==> src/design/qoa_pkg.sv <==
`default_nettype none
// ----------------------------------------------------------------------------
// qoa_pkg
// Shared types, step schedule and controller encodings for the quaternion
// orientation accumulator.
// ----------------------------------------------------------------------------
package qoa_pkg;

	localparam int STEP_W = 6;
	localparam int DEST_W = 4;

	// schedule: 16 Hamilton product terms, then 18 matrix terms
	localparam logic [STEP_W-1:0] HAM_FIRST = 6'd0;
	localparam logic [STEP_W-1:0] HAM_LAST  = 6'd15;
	localparam logic [STEP_W-1:0] MAT_FIRST = 6'd16;
	localparam logic [STEP_W-1:0] MAT_LAST  = 6'd33;

	// destinations below this one are the new quaternion, the rest matrix entries
	localparam logic [DEST_W-1:0] DEST_MAT0 = 4'd4;

	localparam logic CMD_LOAD = 1'b0;
	localparam logic CMD_MUL  = 1'b1;

	typedef enum logic [1:0] {
		C_X = 2'd0,
		C_Y = 2'd1,
		C_Z = 2'd2,
		C_W = 2'd3
	} comp_t;

	typedef struct packed {
		comp_t             a_sel;
		comp_t             b_sel;
		logic              b_given;
		logic              neg;
		logic              dbl;
		logic              first;
		logic              ones;
		logic              last;
		logic [DEST_W-1:0] dest;
	} op_t;

	typedef enum logic [2:0] {
		ST_IDLE   = 3'd0,
		ST_HAM    = 3'd1,
		ST_HDRAIN = 3'd2,
		ST_WAIT   = 3'd3,
		ST_MAT    = 3'd4,
		ST_MDRAIN = 3'd5
	} state_t;

	typedef struct packed {
		logic              capture;
		logic              load_orient;
		logic              issue;
		logic [STEP_W-1:0] step;
		logic              commit;
	} cmd_t;

	typedef struct packed {
		logic pipe_busy;
	} sts_t;

	function automatic op_t mk_op(comp_t a, comp_t b, logic g, logic n, logic d,
			logic f, logic o, logic l, logic [DEST_W-1:0] dst);
		op_t r;
		r.a_sel   = a;
		r.b_sel   = b;
		r.b_given = g;
		r.neg     = n;
		r.dbl     = d;
		r.first   = f;
		r.ones    = o;
		r.last    = l;
		r.dest    = dst;
		return r;
	endfunction

	// one product per step; args: a, b, b from given, neg, x2, first, +1.0, last, dest
	function automatic op_t step_op(logic [STEP_W-1:0] s);
		op_t r;
		r = '0;
		unique case (s)
			6'd0:  r = mk_op(C_W, C_X, 1'b1, 1'b0, 1'b0, 1'b1, 1'b0, 1'b0, 4'd0);
			6'd1:  r = mk_op(C_X, C_W, 1'b1, 1'b0, 1'b0, 1'b0, 1'b0, 1'b0, 4'd0);
			6'd2:  r = mk_op(C_Y, C_Z, 1'b1, 1'b0, 1'b0, 1'b0, 1'b0, 1'b0, 4'd0);
			6'd3:  r = mk_op(C_Z, C_Y, 1'b1, 1'b1, 1'b0, 1'b0, 1'b0, 1'b1, 4'd0);
			6'd4:  r = mk_op(C_W, C_Y, 1'b1, 1'b0, 1'b0, 1'b1, 1'b0, 1'b0, 4'd1);
			6'd5:  r = mk_op(C_X, C_Z, 1'b1, 1'b1, 1'b0, 1'b0, 1'b0, 1'b0, 4'd1);
			6'd6:  r = mk_op(C_Y, C_W, 1'b1, 1'b0, 1'b0, 1'b0, 1'b0, 1'b0, 4'd1);
			6'd7:  r = mk_op(C_Z, C_X, 1'b1, 1'b0, 1'b0, 1'b0, 1'b0, 1'b1, 4'd1);
			6'd8:  r = mk_op(C_W, C_Z, 1'b1, 1'b0, 1'b0, 1'b1, 1'b0, 1'b0, 4'd2);
			6'd9:  r = mk_op(C_X, C_Y, 1'b1, 1'b0, 1'b0, 1'b0, 1'b0, 1'b0, 4'd2);
			6'd10: r = mk_op(C_Y, C_X, 1'b1, 1'b1, 1'b0, 1'b0, 1'b0, 1'b0, 4'd2);
			6'd11: r = mk_op(C_Z, C_W, 1'b1, 1'b0, 1'b0, 1'b0, 1'b0, 1'b1, 4'd2);
			6'd12: r = mk_op(C_W, C_W, 1'b1, 1'b0, 1'b0, 1'b1, 1'b0, 1'b0, 4'd3);
			6'd13: r = mk_op(C_X, C_X, 1'b1, 1'b1, 1'b0, 1'b0, 1'b0, 1'b0, 4'd3);
			6'd14: r = mk_op(C_Y, C_Y, 1'b1, 1'b1, 1'b0, 1'b0, 1'b0, 1'b0, 4'd3);
			6'd15: r = mk_op(C_Z, C_Z, 1'b1, 1'b1, 1'b0, 1'b0, 1'b0, 1'b1, 4'd3);
			6'd16: r = mk_op(C_Y, C_Y, 1'b0, 1'b1, 1'b1, 1'b1, 1'b1, 1'b0, 4'd4);
			6'd17: r = mk_op(C_Z, C_Z, 1'b0, 1'b1, 1'b1, 1'b0, 1'b0, 1'b1, 4'd4);
			6'd18: r = mk_op(C_X, C_Y, 1'b0, 1'b0, 1'b1, 1'b1, 1'b0, 1'b0, 4'd5);
			6'd19: r = mk_op(C_Z, C_W, 1'b0, 1'b0, 1'b1, 1'b0, 1'b0, 1'b1, 4'd5);
			6'd20: r = mk_op(C_X, C_Z, 1'b0, 1'b0, 1'b1, 1'b1, 1'b0, 1'b0, 4'd6);
			6'd21: r = mk_op(C_Y, C_W, 1'b0, 1'b1, 1'b1, 1'b0, 1'b0, 1'b1, 4'd6);
			6'd22: r = mk_op(C_X, C_Y, 1'b0, 1'b0, 1'b1, 1'b1, 1'b0, 1'b0, 4'd7);
			6'd23: r = mk_op(C_Z, C_W, 1'b0, 1'b1, 1'b1, 1'b0, 1'b0, 1'b1, 4'd7);
			6'd24: r = mk_op(C_X, C_X, 1'b0, 1'b1, 1'b1, 1'b1, 1'b1, 1'b0, 4'd8);
			6'd25: r = mk_op(C_Z, C_Z, 1'b0, 1'b1, 1'b1, 1'b0, 1'b0, 1'b1, 4'd8);
			6'd26: r = mk_op(C_Y, C_Z, 1'b0, 1'b0, 1'b1, 1'b1, 1'b0, 1'b0, 4'd9);
			6'd27: r = mk_op(C_X, C_W, 1'b0, 1'b0, 1'b1, 1'b0, 1'b0, 1'b1, 4'd9);
			6'd28: r = mk_op(C_X, C_Z, 1'b0, 1'b0, 1'b1, 1'b1, 1'b0, 1'b0, 4'd10);
			6'd29: r = mk_op(C_Y, C_W, 1'b0, 1'b0, 1'b1, 1'b0, 1'b0, 1'b1, 4'd10);
			6'd30: r = mk_op(C_Y, C_Z, 1'b0, 1'b0, 1'b1, 1'b1, 1'b0, 1'b0, 4'd11);
			6'd31: r = mk_op(C_X, C_W, 1'b0, 1'b1, 1'b1, 1'b0, 1'b0, 1'b1, 4'd11);
			6'd32: r = mk_op(C_X, C_X, 1'b0, 1'b1, 1'b1, 1'b1, 1'b1, 1'b0, 4'd12);
			6'd33: r = mk_op(C_Y, C_Y, 1'b0, 1'b1, 1'b1, 1'b0, 1'b0, 1'b1, 4'd12);
			default: r = '0;
		endcase
		return r;
	endfunction

endpackage
`default_nettype wire

==> src/design/qoa_dpath.sv <==
`default_nettype none
// ----------------------------------------------------------------------------
// qoa_dpath
// Stored quaternion, shared multiplier, accumulator and round/saturate stage.
// ----------------------------------------------------------------------------
module qoa_dpath #(
	parameter int DATA_WIDTH = 16,
	parameter int FRAC_BITS  = 14
) (
	input  wire                                 clk,
	input  wire                                 arst_n,
	input  wire qoa_pkg::cmd_t                  cmd,
	output qoa_pkg::sts_t                       sts,
	input  wire logic signed [DATA_WIDTH-1:0]   in_x,
	input  wire logic signed [DATA_WIDTH-1:0]   in_y,
	input  wire logic signed [DATA_WIDTH-1:0]   in_z,
	input  wire logic signed [DATA_WIDTH-1:0]   in_w,
	output logic        [8:0][DATA_WIDTH-1:0]   mat
);

	localparam int PW = 2 * DATA_WIDTH;
	localparam int BW = (2 * FRAC_BITS + 2 > PW) ? 2 * FRAC_BITS + 2 : PW;
	localparam int AW = BW + 4;

	localparam logic signed [AW-1:0] ONE_AC  = AW'(1) << (2 * FRAC_BITS);
	localparam logic signed [AW-1:0] HALF_AC = AW'(1) << (FRAC_BITS - 1);
	localparam logic signed [AW-1:0] DMAX_AC =
		$signed({{(AW-DATA_WIDTH+1){1'b0}}, {(DATA_WIDTH-1){1'b1}}});
	localparam logic signed [AW-1:0] DMIN_AC =
		$signed({{(AW-DATA_WIDTH+1){1'b1}}, {(DATA_WIDTH-1){1'b0}}});
	localparam logic signed [DATA_WIDTH-1:0] W_RESET =
		DATA_WIDTH'(1) << FRAC_BITS;

	logic signed [DATA_WIDTH-1:0] ox_q, oy_q, oz_q, ow_q;
	logic signed [DATA_WIDTH-1:0] gx_q, gy_q, gz_q, gw_q;
	logic signed [DATA_WIDTH-1:0] nx_q, ny_q, nz_q, nw_q;
	logic        [8:0][DATA_WIDTH-1:0] mat_q;

	qoa_pkg::op_t                 op;
	logic signed [DATA_WIDTH-1:0] a_op, b_op, b_orient, b_given;
	logic signed [PW-1:0]         prod_c;

	logic signed [PW-1:0]         prod_s1;
	qoa_pkg::op_t                 op_s1;
	logic                         v_s1;

	logic signed [AW-1:0]         acc_q;
	logic signed [AW-1:0]         sh_c, term_c, base_c, sum_c;
	logic signed [AW-1:0]         fin_s2;
	logic [qoa_pkg::DEST_W-1:0]   dest_s2;
	logic                         v_s2;

	logic signed [AW-1:0]         rnd_c, shr_c;
	logic signed [DATA_WIDTH-1:0] sat_c;
	logic [qoa_pkg::DEST_W-1:0]   mat_idx;

	// stage 1: select operands, multiply
	always_comb begin
		op = qoa_pkg::step_op(cmd.step);
		unique case (op.a_sel)
			qoa_pkg::C_X: a_op = ox_q;
			qoa_pkg::C_Y: a_op = oy_q;
			qoa_pkg::C_Z: a_op = oz_q;
			qoa_pkg::C_W: a_op = ow_q;
			default:      a_op = ow_q;
		endcase
		unique case (op.b_sel)
			qoa_pkg::C_X: begin b_orient = ox_q; b_given = gx_q; end
			qoa_pkg::C_Y: begin b_orient = oy_q; b_given = gy_q; end
			qoa_pkg::C_Z: begin b_orient = oz_q; b_given = gz_q; end
			qoa_pkg::C_W: begin b_orient = ow_q; b_given = gw_q; end
			default:      begin b_orient = ow_q; b_given = gw_q; end
		endcase
		b_op   = op.b_given ? b_given : b_orient;
		prod_c = PW'(a_op) * PW'(b_op);
	end

	// stage 2: scale by one or two, negate via inverted term plus carry in, add to accumulator or start value
	always_comb begin
		sh_c   = op_s1.dbl ? (AW'(prod_s1) <<< 1) : AW'(prod_s1);
		term_c = op_s1.neg ? ~sh_c : sh_c;
		if (op_s1.first) begin
			base_c = op_s1.ones ? ONE_AC : '0;
		end else begin
			base_c = acc_q;
		end
		sum_c = base_c + term_c + AW'(op_s1.neg);
	end

	// stage 3: round half up, saturate
	always_comb begin
		rnd_c = fin_s2 + HALF_AC;
		shr_c = rnd_c >>> FRAC_BITS;
		if (shr_c > DMAX_AC) begin
			sat_c = DMAX_AC[DATA_WIDTH-1:0];
		end else if (shr_c < DMIN_AC) begin
			sat_c = DMIN_AC[DATA_WIDTH-1:0];
		end else begin
			sat_c = shr_c[DATA_WIDTH-1:0];
		end
		mat_idx = dest_s2 - qoa_pkg::DEST_MAT0;
	end

	always_ff @(posedge clk or negedge arst_n) begin
		if (!arst_n) begin
			v_s1 <= 1'b0;
			v_s2 <= 1'b0;
			ox_q <= '0;
			oy_q <= '0;
			oz_q <= '0;
			ow_q <= W_RESET;
		end else begin
			v_s1 <= cmd.issue;
			v_s2 <= v_s1 && op_s1.last;
			if (cmd.load_orient) begin
				ox_q <= in_x;
				oy_q <= in_y;
				oz_q <= in_z;
				ow_q <= in_w;
			end else if (cmd.commit) begin
				ox_q <= nx_q;
				oy_q <= ny_q;
				oz_q <= nz_q;
				ow_q <= nw_q;
			end
		end
	end

	always_ff @(posedge clk) begin
		if (cmd.capture) begin
			gx_q <= in_x;
			gy_q <= in_y;
			gz_q <= in_z;
			gw_q <= in_w;
		end
		if (cmd.issue) begin
			prod_s1 <= prod_c;
			op_s1   <= op;
		end
		if (v_s1) begin
			acc_q <= sum_c;
			if (op_s1.last) begin
				fin_s2  <= sum_c;
				dest_s2 <= op_s1.dest;
			end
		end
		if (v_s2) begin
			if (dest_s2 < qoa_pkg::DEST_MAT0) begin
				case (dest_s2[1:0])
					2'd0:    nx_q <= sat_c;
					2'd1:    ny_q <= sat_c;
					2'd2:    nz_q <= sat_c;
					default: nw_q <= sat_c;
				endcase
			end else begin
				mat_q[mat_idx] <= sat_c;
			end
		end
	end

	assign sts.pipe_busy = v_s1 || v_s2;
	assign mat           = mat_q;

endmodule
`default_nettype wire

==> src/design/qoa_ctrl.sv <==
`default_nettype none
// ----------------------------------------------------------------------------
// qoa_ctrl
// Sequencer: input/output handshake and the step schedule of the datapath.
// ----------------------------------------------------------------------------
module qoa_ctrl (
	input  wire                 clk,
	input  wire                 arst_n,
	input  wire                 in_valid,
	output logic                in_stall,
	input  wire                 command,
	output logic                out_valid,
	input  wire                 out_stall,
	output qoa_pkg::cmd_t       cmd,
	input  wire qoa_pkg::sts_t  sts
);

	qoa_pkg::state_t             state_q, state_d;
	logic [qoa_pkg::STEP_W-1:0]  step_q, step_d;
	logic                        out_valid_q, present;
	logic                        accept;

	always_ff @(posedge clk or negedge arst_n) begin
		if (!arst_n) begin
			state_q     <= qoa_pkg::ST_IDLE;
			step_q      <= '0;
			out_valid_q <= 1'b0;
		end else begin
			state_q <= state_d;
			step_q  <= step_d;
			if (present) begin
				out_valid_q <= 1'b1;
			end else if (!out_stall) begin
				out_valid_q <= 1'b0;
			end
		end
	end

	always_comb begin
		state_d         = state_q;
		step_d          = step_q;
		in_stall        = 1'b1;
		present         = 1'b0;
		accept          = 1'b0;
		cmd             = '0;
		cmd.step        = step_q;
		unique case (state_q)
			qoa_pkg::ST_IDLE: begin
				in_stall = 1'b0;
				accept   = in_valid;
				if (in_valid) begin
					cmd.capture = 1'b1;
					if (command == qoa_pkg::CMD_MUL) begin
						step_d  = qoa_pkg::HAM_FIRST;
						state_d = qoa_pkg::ST_HAM;
					end else begin
						cmd.load_orient = 1'b1;
						step_d          = qoa_pkg::MAT_FIRST;
						state_d         = qoa_pkg::ST_WAIT;
					end
				end
			end
			qoa_pkg::ST_HAM: begin
				cmd.issue = 1'b1;
				step_d    = step_q + 1'b1;
				if (step_q == qoa_pkg::HAM_LAST) begin
					state_d = qoa_pkg::ST_HDRAIN;
				end
			end
			qoa_pkg::ST_HDRAIN: begin
				// new quaternion lands only after the last product drains
				if (!sts.pipe_busy) begin
					cmd.commit = 1'b1;
					state_d    = qoa_pkg::ST_WAIT;
				end
			end
			qoa_pkg::ST_WAIT: begin
				// matrix entries write straight into the output word
				if (!out_valid_q) begin
					state_d = qoa_pkg::ST_MAT;
				end
			end
			qoa_pkg::ST_MAT: begin
				cmd.issue = 1'b1;
				step_d    = step_q + 1'b1;
				if (step_q == qoa_pkg::MAT_LAST) begin
					state_d = qoa_pkg::ST_MDRAIN;
				end
			end
			qoa_pkg::ST_MDRAIN: begin
				if (!sts.pipe_busy) begin
					present = 1'b1;
					state_d = qoa_pkg::ST_IDLE;
				end
			end
			default: state_d = qoa_pkg::ST_IDLE;
		endcase
	end

	assign out_valid = out_valid_q;

	a_accept_busy: assert property (@(posedge clk) disable iff (!arst_n)
		accept |=> in_stall)
		else $error("input taken while a word is in flight");

	a_issue_state: assert property (@(posedge clk) disable iff (!arst_n)
		cmd.issue |-> (state_q == qoa_pkg::ST_HAM || state_q == qoa_pkg::ST_MAT))
		else $error("multiplier issued outside a compute phase");

	a_present_empty: assert property (@(posedge clk) disable iff (!arst_n)
		present |-> !sts.pipe_busy)
		else $error("result shown before the pipeline drained");

	a_mat_free: assert property (@(posedge clk) disable iff (!arst_n)
		(state_q == qoa_pkg::ST_MAT || state_q == qoa_pkg::ST_MDRAIN) |-> !out_valid_q)
		else $error("matrix written while the output word is pending");

	a_commit_seq: assert property (@(posedge clk) disable iff (!arst_n)
		cmd.commit |-> $past(state_q == qoa_pkg::ST_HAM, 3) || !sts.pipe_busy)
		else $error("quaternion committed with products in flight");

endmodule
`default_nettype wire

==> src/design/quaternion_orientation_accumulator_top.sv <==
`default_nettype none
// ----------------------------------------------------------------------------
// quaternion_orientation_accumulator_top
// Orientation quaternion accumulator with rotation matrix output.
//
// Input channel (in_valid/in_stall): command plus a quaternion in signed
// fixed point. Command 0 loads it; command 1 replaces the stored quaternion
// by stored * given (Hamilton product). Every input word yields one output
// word (out_valid/out_stall): the 3x3 rotation matrix of the stored
// quaternion, column by column, each entry rounded and saturated.
// One shared multiplier does one product per cycle: a load runs the 18
// matrix products and then the pipeline drain, a multiply runs the 16
// quaternion products, drain and commit, then the 18 matrix products.
// A new word is accepted once the previous one is computed, even while its
// result still waits on a stalled receiver; the next matrix phase then
// holds until that result is taken.
// Reset: stored quaternion is the identity rotation (w = 1.0), no output.
// ----------------------------------------------------------------------------
module quaternion_orientation_accumulator_top #(
	parameter int DATA_WIDTH = 16,
	parameter int FRAC_BITS  = 14
) (
	input  wire                               clk,
	input  wire                               arst_n,
	input  wire                               in_valid,
	output logic                              in_stall,
	input  wire                               command,
	input  wire logic signed [DATA_WIDTH-1:0] in_x,
	input  wire logic signed [DATA_WIDTH-1:0] in_y,
	input  wire logic signed [DATA_WIDTH-1:0] in_z,
	input  wire logic signed [DATA_WIDTH-1:0] in_w,
	output logic                              out_valid,
	input  wire                               out_stall,
	output logic signed [DATA_WIDTH-1:0]      col0_x,
	output logic signed [DATA_WIDTH-1:0]      col0_y,
	output logic signed [DATA_WIDTH-1:0]      col0_z,
	output logic signed [DATA_WIDTH-1:0]      col1_x,
	output logic signed [DATA_WIDTH-1:0]      col1_y,
	output logic signed [DATA_WIDTH-1:0]      col1_z,
	output logic signed [DATA_WIDTH-1:0]      col2_x,
	output logic signed [DATA_WIDTH-1:0]      col2_y,
	output logic signed [DATA_WIDTH-1:0]      col2_z
);

	qoa_pkg::cmd_t              cmd;
	qoa_pkg::sts_t              sts;
	logic [8:0][DATA_WIDTH-1:0] mat;

	qoa_ctrl u_ctrl (
		.clk       (clk),
		.arst_n    (arst_n),
		.in_valid  (in_valid),
		.in_stall  (in_stall),
		.command   (command),
		.out_valid (out_valid),
		.out_stall (out_stall),
		.cmd       (cmd),
		.sts       (sts)
	);

	qoa_dpath #(
		.DATA_WIDTH (DATA_WIDTH),
		.FRAC_BITS  (FRAC_BITS)
	) u_dpath (
		.clk    (clk),
		.arst_n (arst_n),
		.cmd    (cmd),
		.sts    (sts),
		.in_x   (in_x),
		.in_y   (in_y),
		.in_z   (in_z),
		.in_w   (in_w),
		.mat    (mat)
	);

	assign col0_x = mat[0];
	assign col0_y = mat[1];
	assign col0_z = mat[2];
	assign col1_x = mat[3];
	assign col1_y = mat[4];
	assign col1_z = mat[5];
	assign col2_x = mat[6];
	assign col2_y = mat[7];
	assign col2_z = mat[8];

endmodule
`default_nettype wire

==> config.mk <==
export PLATFORM = sky130hd
export DESIGN_NAME = quaternion_orientation_accumulator_top
export DESIGN_NICKNAME = d
export VERILOG_FILES = /design/src/design/qoa_pkg.sv /design/src/design/qoa_dpath.sv /design/src/design/qoa_ctrl.sv /design/src/design/quaternion_orientation_accumulator_top.sv
export SDC_FILE = /design/constraint.sdc
export NUM_CORES = 1
export LEC_CHECK = 0
export ABC_AREA = 1
export BUFFER_PORTS_ARGS = -buffer_cell sky130_fd_sc_hd__buf_4
export CORE_AREA = 2 2 400 323
export CTS_CLUSTER_DIAMETER = 120
export DETAILED_ROUTE_END_ITERATION = 7
export DIE_AREA = 0 0 402 325
export PLACE_DENSITY = 0.36
export SYNTH_ARGS = -nofsm -noshare
export SYNTH_HDL_FRONTEND = slang
export SYNTH_SLANG_ARGS = --single-unit
==> constraint.sdc <==
create_clock -name clk -period 16.1 [get_ports clk]
set_clock_uncertainty 0.15 [all_clocks]
set_input_delay 1.61 -clock clk [delete_from_list [all_inputs] [get_ports clk]]
set_output_delay 1.61 -clock clk [all_outputs]
set_load 0.02 [all_outputs]
## Word-level counts from Yosys, hierarchy flattened

Memory sizes are Yosys's and may differ from the RTL's.
Index checks and enable logic that the tools add are counted.

- Register bits: 465
- Latch bits: 0
- Bits in writable memories: 0
- Memory bits (read-only): 896
- Input bits: 69
- Output and inout port bits: 146
- Word-level logic and storage cells: 134
- Memories: 1

Memory list:

| name | depth | width | rd ports | clocked after Yosys merged registers in | write ports | RTL line | source |
|---|---|---|---|---|---|---|---|
| (name not given) | 64 | 14 | 1 | 0 | 0 | qoa_pkg.sv:83 | `unique case (s)` |

- Add/sub/neg operators: 5
- Multipliers: 1
- Div/mod/pow operators: 0
- $lt $le $gt $ge: 5
- Equality and inequality tests: 22
- Shifts and indexed selects: 0
- Multiplexer cells: 42
- Bitwise logic cells: 3
- Reductions and logical operators: 19

Operator list:

| cell | count |
|---|---|
| 2-to-1 mux 16 bit | 12 |
| case mux 16 bit (4 select lines) | 3 |
| bitwise mux 144 bit | 1 |
| 2-to-1 mux 36 bit | 2 |
| demux 16 bit (select 4 bit) | 1 |
| adder 36 x 1 -> 36 bit | 1 |
| adder 36 x 15 -> 36 bit, second input constant | 1 |
| adder 36 bit | 1 |
| NOT 33 -> 36 bit | 1 |
| multiplier 16 x 16 -> 32 bit | 1 |
| 2-to-1 mux 32 bit | 1 |
| 2-to-1 mux 29 bit | 1 |
| greater-than comparator 22 x 16 -> 1 bit, second input constant | 1 |
| less-than comparator 22 x 16 -> 1 bit, second input constant | 1 |
| 2-to-1 mux 3 bit | 6 |
| case mux 3 bit (6 select lines) | 1 |
| case mux 6 bit (2 select lines) | 1 |
| AND reduction 3 bit | 4 |
| equality test 2 bit, second input constant | 5 |
| 2-to-1 mux 1 bit | 8 |
| inequality test 2 bit, second input constant | 4 |
| adder 6 x 1 -> 6 bit, second input constant | 1 |
| equality test 2 x 1 -> 1 bit, second input constant | 3 |
| equality test 3 x 2 -> 1 bit, second input constant | 2 |
| 22 further kinds | 34 |

## Logic depth before layout (Yosys ltp)

- Word-level depth: 6
- Gate-level depth with buffers: 41
- Mapped depth without buffers: 40

## Cells and area by module

From an unflattened synthesis, not the netlist that was laid out.

- Cell total of the unflattened synthesis: 3,294
- Area total of the unflattened synthesis: 31,546.5 um^2

Modules (own cells, without submodules):

| module | instances | cells an instance | area each (um^2) | sequential area each (um^2) |
|---|---|---|---|---|
| qoa_dpath | 1 | 3,201 | 30,813.3 | 12,943.7 |
| qoa_ctrl | 1 | 93 | 733.2 | 250.2 |

## Least setup slack after synthesis

OpenSTA, ideal clock, no wires.

- Path kind: register -> register
- Start: register u_ctrl.step_q[0] in the netlist's numbering
- End: register u_dpath.prod_s1[31], data pin
- Library setup time: 0.258 ns
- Arrival: 7.003 ns
- Required time: 15.692 ns
- Setup slack: 8.689 ns
- Cell stages (with the launch flop): 33
- Path buffers: 1
- Clock period less this slack: 7.411 ns
- Cell sequence: dfrtp_1 inv_2 ha_1 inv_1 nand2_1 nand3_1 nand3_4 inv_2 buf_6 nand2_4 nor2_1 nor3_1 nand2_1 nand3_1 fa_1 inv_1 fa_1 fa_1 fa_1 fa_1 inv_1 fa_1 inv_1 ha_1 nand2_1 nor4_1 nand3_1 nand3_1 nand2_1 inv_1 nor2_1 nand2_1 nand2_1

- Word-level cells in the longest chain between the ends: 5
- Elaborated cells on any way between the ends: 14
- Those cells by class: 1 x mul; 6 x eq/ne; 4 x mux; 2 x reduce/logical; 1 x memory

RTL lines:

| what | RTL line | source |
|---|---|---|
| start: declaration | qoa_ctrl.sv:19 | `logic [qoa_pkg::STEP_W-1:0] step_q, step_d;` |
| start signal: assignment | qoa_ctrl.sv:30 | `step_q <= step_d;` |
| memory read (64 x 14 bit) * | -- |  |
| equality test 2 bit (tied with other cells) | qoa_dpath.sv:67 | `unique case (op.b_sel)` |
| case mux 16 bit (4 select lines) | qoa_dpath.sv:67 |  |
| 2-to-1 mux 16 bit | qoa_dpath.sv:74 | `b_op = op.b_given ? b_given : b_orient;` |
| multiplier 16 x 16 -> 32 bit * | qoa_dpath.sv:75 | `prod_c = PW'(a_op) * PW'(b_op);` |
| via u_dpath.prod_c[31] | qoa_dpath.sv:41 | `logic signed [PW-1:0] prod_c;` |
| end signal: assignment | qoa_dpath.sv:137 | `prod_s1 <= prod_c;` |
| end: declaration | qoa_dpath.sv:43 | `logic signed [PW-1:0] prod_s1;` |

Mark *: on every way through the listed nets, which the timed path passes. The rest lies on a longest branch.
A chain may end at the register's enable or synchronous reset.

## Worst setup path after layout

Same ends and word-level chain as after synthesis.

==> results.md <==
- The flow ran to the end, but the final reports show violations.
- The checks that failed: design-rule violations.
- The critical path data arrival time is roughly 9.5 ns.
- The via count is 23248.
- The estimated wirelength of the detail-placed design is 87700 µm.
- The worst pin sits at a relative slew slack of 0.161.
- The total overflow left after global routing is 0.
- After clock tree synthesis, the repair step resized 0 gates.
- In this run the number of H-tree levels came out at 2.
- The sequential cell area fraction in the yosys report is 0.420.
- Synthesis inferred roughly 450 register bits.
- In the final layout, the share of cells above drive strength 1 is 0.125.
- After clock tree synthesis, the clock-pin slew on the worst setup and hold paths is ~0.060 ns.
- STA classifies the critical path startpoint as a register.
- The first routing iteration left 1854 violations.
- The number of global-route vias before repair is 23466.
- The count of buffers added by post-CTS timing repair for setup is 0.
- The starting density of the core is 0.249.
- 0 antenna diodes ended up in the layout.
- The most frequent cell after synthesis is inv_1.
- The commonest cells after synthesis are inv_1 (588), nand2_1 (468), nor2_1 (390), edfxtp_1 (376), fa_1 (263).
- The hold violation count in the final report is 0.
- The count of hold-fix buffers inserted at cts is 0.
- The capturing element type of the critical path is a register.
- For this design, the sink count on the clock tree is between 400 and 500.
- The number of max-slew violations in the final report came to 0.
- The final wirelength is 116000 µm.
- The floorplan row count is 117.
- The number of nets produced by synthesis is about 3700.
- The setup violation total in the final timing report is 0.
- The number of instances in the synthesized netlist is 3257.
- Dividing the detail-routed via count by the number of cells gives 4.50.
- The worst min-delay path category is reg2reg.
- The die width is between 400 and 500 µm.
- The region available for standard cell placement spans 126000 µm².
- The initial antenna violation count was 3.
- Entering global routing, the biggest net connects 64 pins.
- Among all stages on the critical path, the largest delay is contributed by nand4_1.
- Setup repair after global routing left no endpoint under its margin.
- The data required time of the worst path is 16.33 ns.
- The area of the mapped netlist is 31400 µm².
- After synthesis, the mean cell area works out to 9.65 µm².
- The global-route wire length before repair is 167000 µm.
- The number of buffers added on ports is 214.
- The net count of the finished layout is between 3000 and 4000.
- In the routed design, unresolved DRC markers number 1.
- The classification of the worst setup path is reg2reg.
- The first TritonRoute pass finished after 8 iterations.
- The clock insertion delay at the later pin of the skew report is 0.63 ns.
- The minimum clock period is 9.29 ns.
- After detailed routing, the average wire length per cell comes to approximately 22 µm.
- The clock root buffer is clkbuf_16.
- TritonCTS built the clock tree.
- Counting flops with an async set or reset pin after synthesis yields a share of 0.168.
- At the end of routability-driven placement, the weighted congestion stood at 0.867.
- The cell type with the largest total area after synthesis is edfxtp_1.
- Sorting the synthesized cells by area gives the leading types as edfxtp_1 (36%), fa_1 (17%), inv_1 (7.0%), dfrtp_1 (6.0%), nand2_1 (5.6%).
- From synthesis to final layout, the design area changed by 16.3%.
- The number of top-level pins is between 200 and 250.
- The most used flip-flop cell after synthesis is edfxtp_1.
- Synthesis instantiated between 50 and 60 different standard cells from the library.
- The clock passes through at most 3 buffers.
- Summed over all failing endpoints, the final setup total negative slack is 0 ns.
- The largest single stage delay on the critical path is approximately 0.77 ns.
- The count of maximum capacitance violations is 0.
- Across every metal layer, demand over resource in global routing totals 0.174.
- The number of nets with antenna violations after routing is 0.
- The part of the cycle the worst path needs is 0.577.
- Derived from the worst setup path, the maximum achievable clock frequency is 0.108 GHz.
- Counting flops with a built-in enable in the synthesized netlist gives 376.
- During synthesis, Yosys emitted a total of 0 warnings.
- For the pin with the worst max-slew slack, the measured transition is 1.26 ns.
- Along the worst path, the maximum fanout reaches 36.
- The number of buffers created by CTS is 51.
- The die covers 131000 µm².
- The proportion of netlist area held by the largest area contributor is 0.359.
- The number of fill cells in the layout is 13497.
- The die extent in y is between 300 and 400 µm.
[cell usage in the layout, fill, tap and decap left out, drive strengths merged, types with 3 or more instances in the layout]
| cell | instances |
|---|---|
| inv | 610 |
| nand2 | 501 |
| nor2 | 415 |
| edfxtp | 376 |
| fa | 263 |
| buf | 250 |
| nand3 | 241 |
| o21ai | 165 |
| ha | 124 |
| a21oi | 103 |
| xor2 | 89 |
| dfrtp | 75 |
| clkbuf | 64 |
| o22ai | 57 |
| nor3 | 25 |
| nand4 | 25 |
| xnor2 | 22 |
| clkinv | 21 |
| a31oi | 14 |
| o2111ai | 13 |
| o21bai | 10 |
| a21o | 9 |
| bufinv | 6 |
| nor4 | 4 |
| clkinvlp | 4 |
| a21boi | 3 |
| o21a | 3 |
| nand3b | 3 |
[worst max-delay path, delay by kind of cell, from the launching register on]
kind	cells	cell delay [ns]
fa+ha+maj	8	3.86
simple gates	15	3.27
buf+inv	7	1.19
flops	1	0.53
[metal layers]
layer,vias to the layer above,wire length [µm],GRT usage
li1,10905,-,-
met5,-,0,0
met1,11579,57400,0.264
met2,658,49100,0.256
met3,106,7350,0.0328
met4,0,2270,0.0364
[through the flow]
step	util	std cells	setup slack (ns)	cell area (µm²)	hold WS [ns]
4_1_cts	0.289	5171	6.84	36600	0.274
3_5_place_dp	0.275	5077	6.83	34800	0.266
6_report	0.289	5171	6.81	36600	0.273
2_1_floorplan	-	3257	8.69	31400	0.250
3_3_place_gp	0.275	5077	6.89	34800	0.255
5_1_grt	0.289	5171	6.34	36600	0.278
[logic make-up after synthesis]
kind of cell,Yosys count,synth area share
buffers and inverters,707,0.0926
AND/OR/NAND/NOR,1216,0.170
AO/OA/AOI/OAI,383,0.0693
adder cells (fa/ha/maj),387,0.217
multiplexers,1,0.000318
flip-flops,452,0.420
XOR/XNOR,111,0.0309
[state kept, by name, summed over array words and instances, names as in the netlist]
register	flops
u_ctrl.out_valid	1
u_ctrl.state_q	3
u_ctrl.step_q	6
u_dpath.acc_q	36
u_dpath.dest_s2	4
u_dpath.fin_s2	23
u_dpath.gw_q	16
u_dpath.gx_q	16
u_dpath.gy_q	16
u_dpath.gz_q	16
u_dpath.mat	144
u_dpath.nw_q	16
u_dpath.nx_q	16
u_dpath.ny_q	16
u_dpath.nz_q	16
u_dpath.op_s1	9
u_dpath.ow_q	16
u_dpath.ox_q	16
u_dpath.oy_q	16
u_dpath.oz_q	16
u_dpath.prod_s1	32
u_dpath.v_s1	1
u_dpath.v_s2	1
[worst paths after layout]
check | slack, ns | endpoint | start | depth (start not counted)
max | 6.81 | u_dpath.prod_s1[31] | u_ctrl.step_q[0] | 30
min | 0.27 | u_dpath.dest_s2[1] | u_dpath.op_s1[1] | 0
max reg2reg | 6.81 | u_dpath.prod_s1[31] | u_ctrl.step_q[0] | 30
min reg2reg | 0.27 | u_dpath.dest_s2[1] | u_dpath.op_s1[1] | 0
max in group asynchronous | 13.75 | u_dpath.v_s1 | arst_n | 2
min in group asynchronous | 0.73 | u_dpath.oy_q[11] | arst_n | 1
[cell type report]
type | instances | area [µm²] | area share
Clock buffer | 64 | 1380 | 0.0376
Clock inverter | 30 | 365 | 0.00999
Inverter | 611 | 2310 | 0.0632
Multi-Input combinational cell | 2098 | 15400 | 0.420
Sequential cell | 452 | 13200 | 0.361
Tap cell | 1666 | 2080 | 0.0570
Timing Repair Buffer | 250 | 1880 | 0.0513
Power is not shown: default switching activity piles up to over one toggle a cycle in this logic, so the estimate is an artifact.
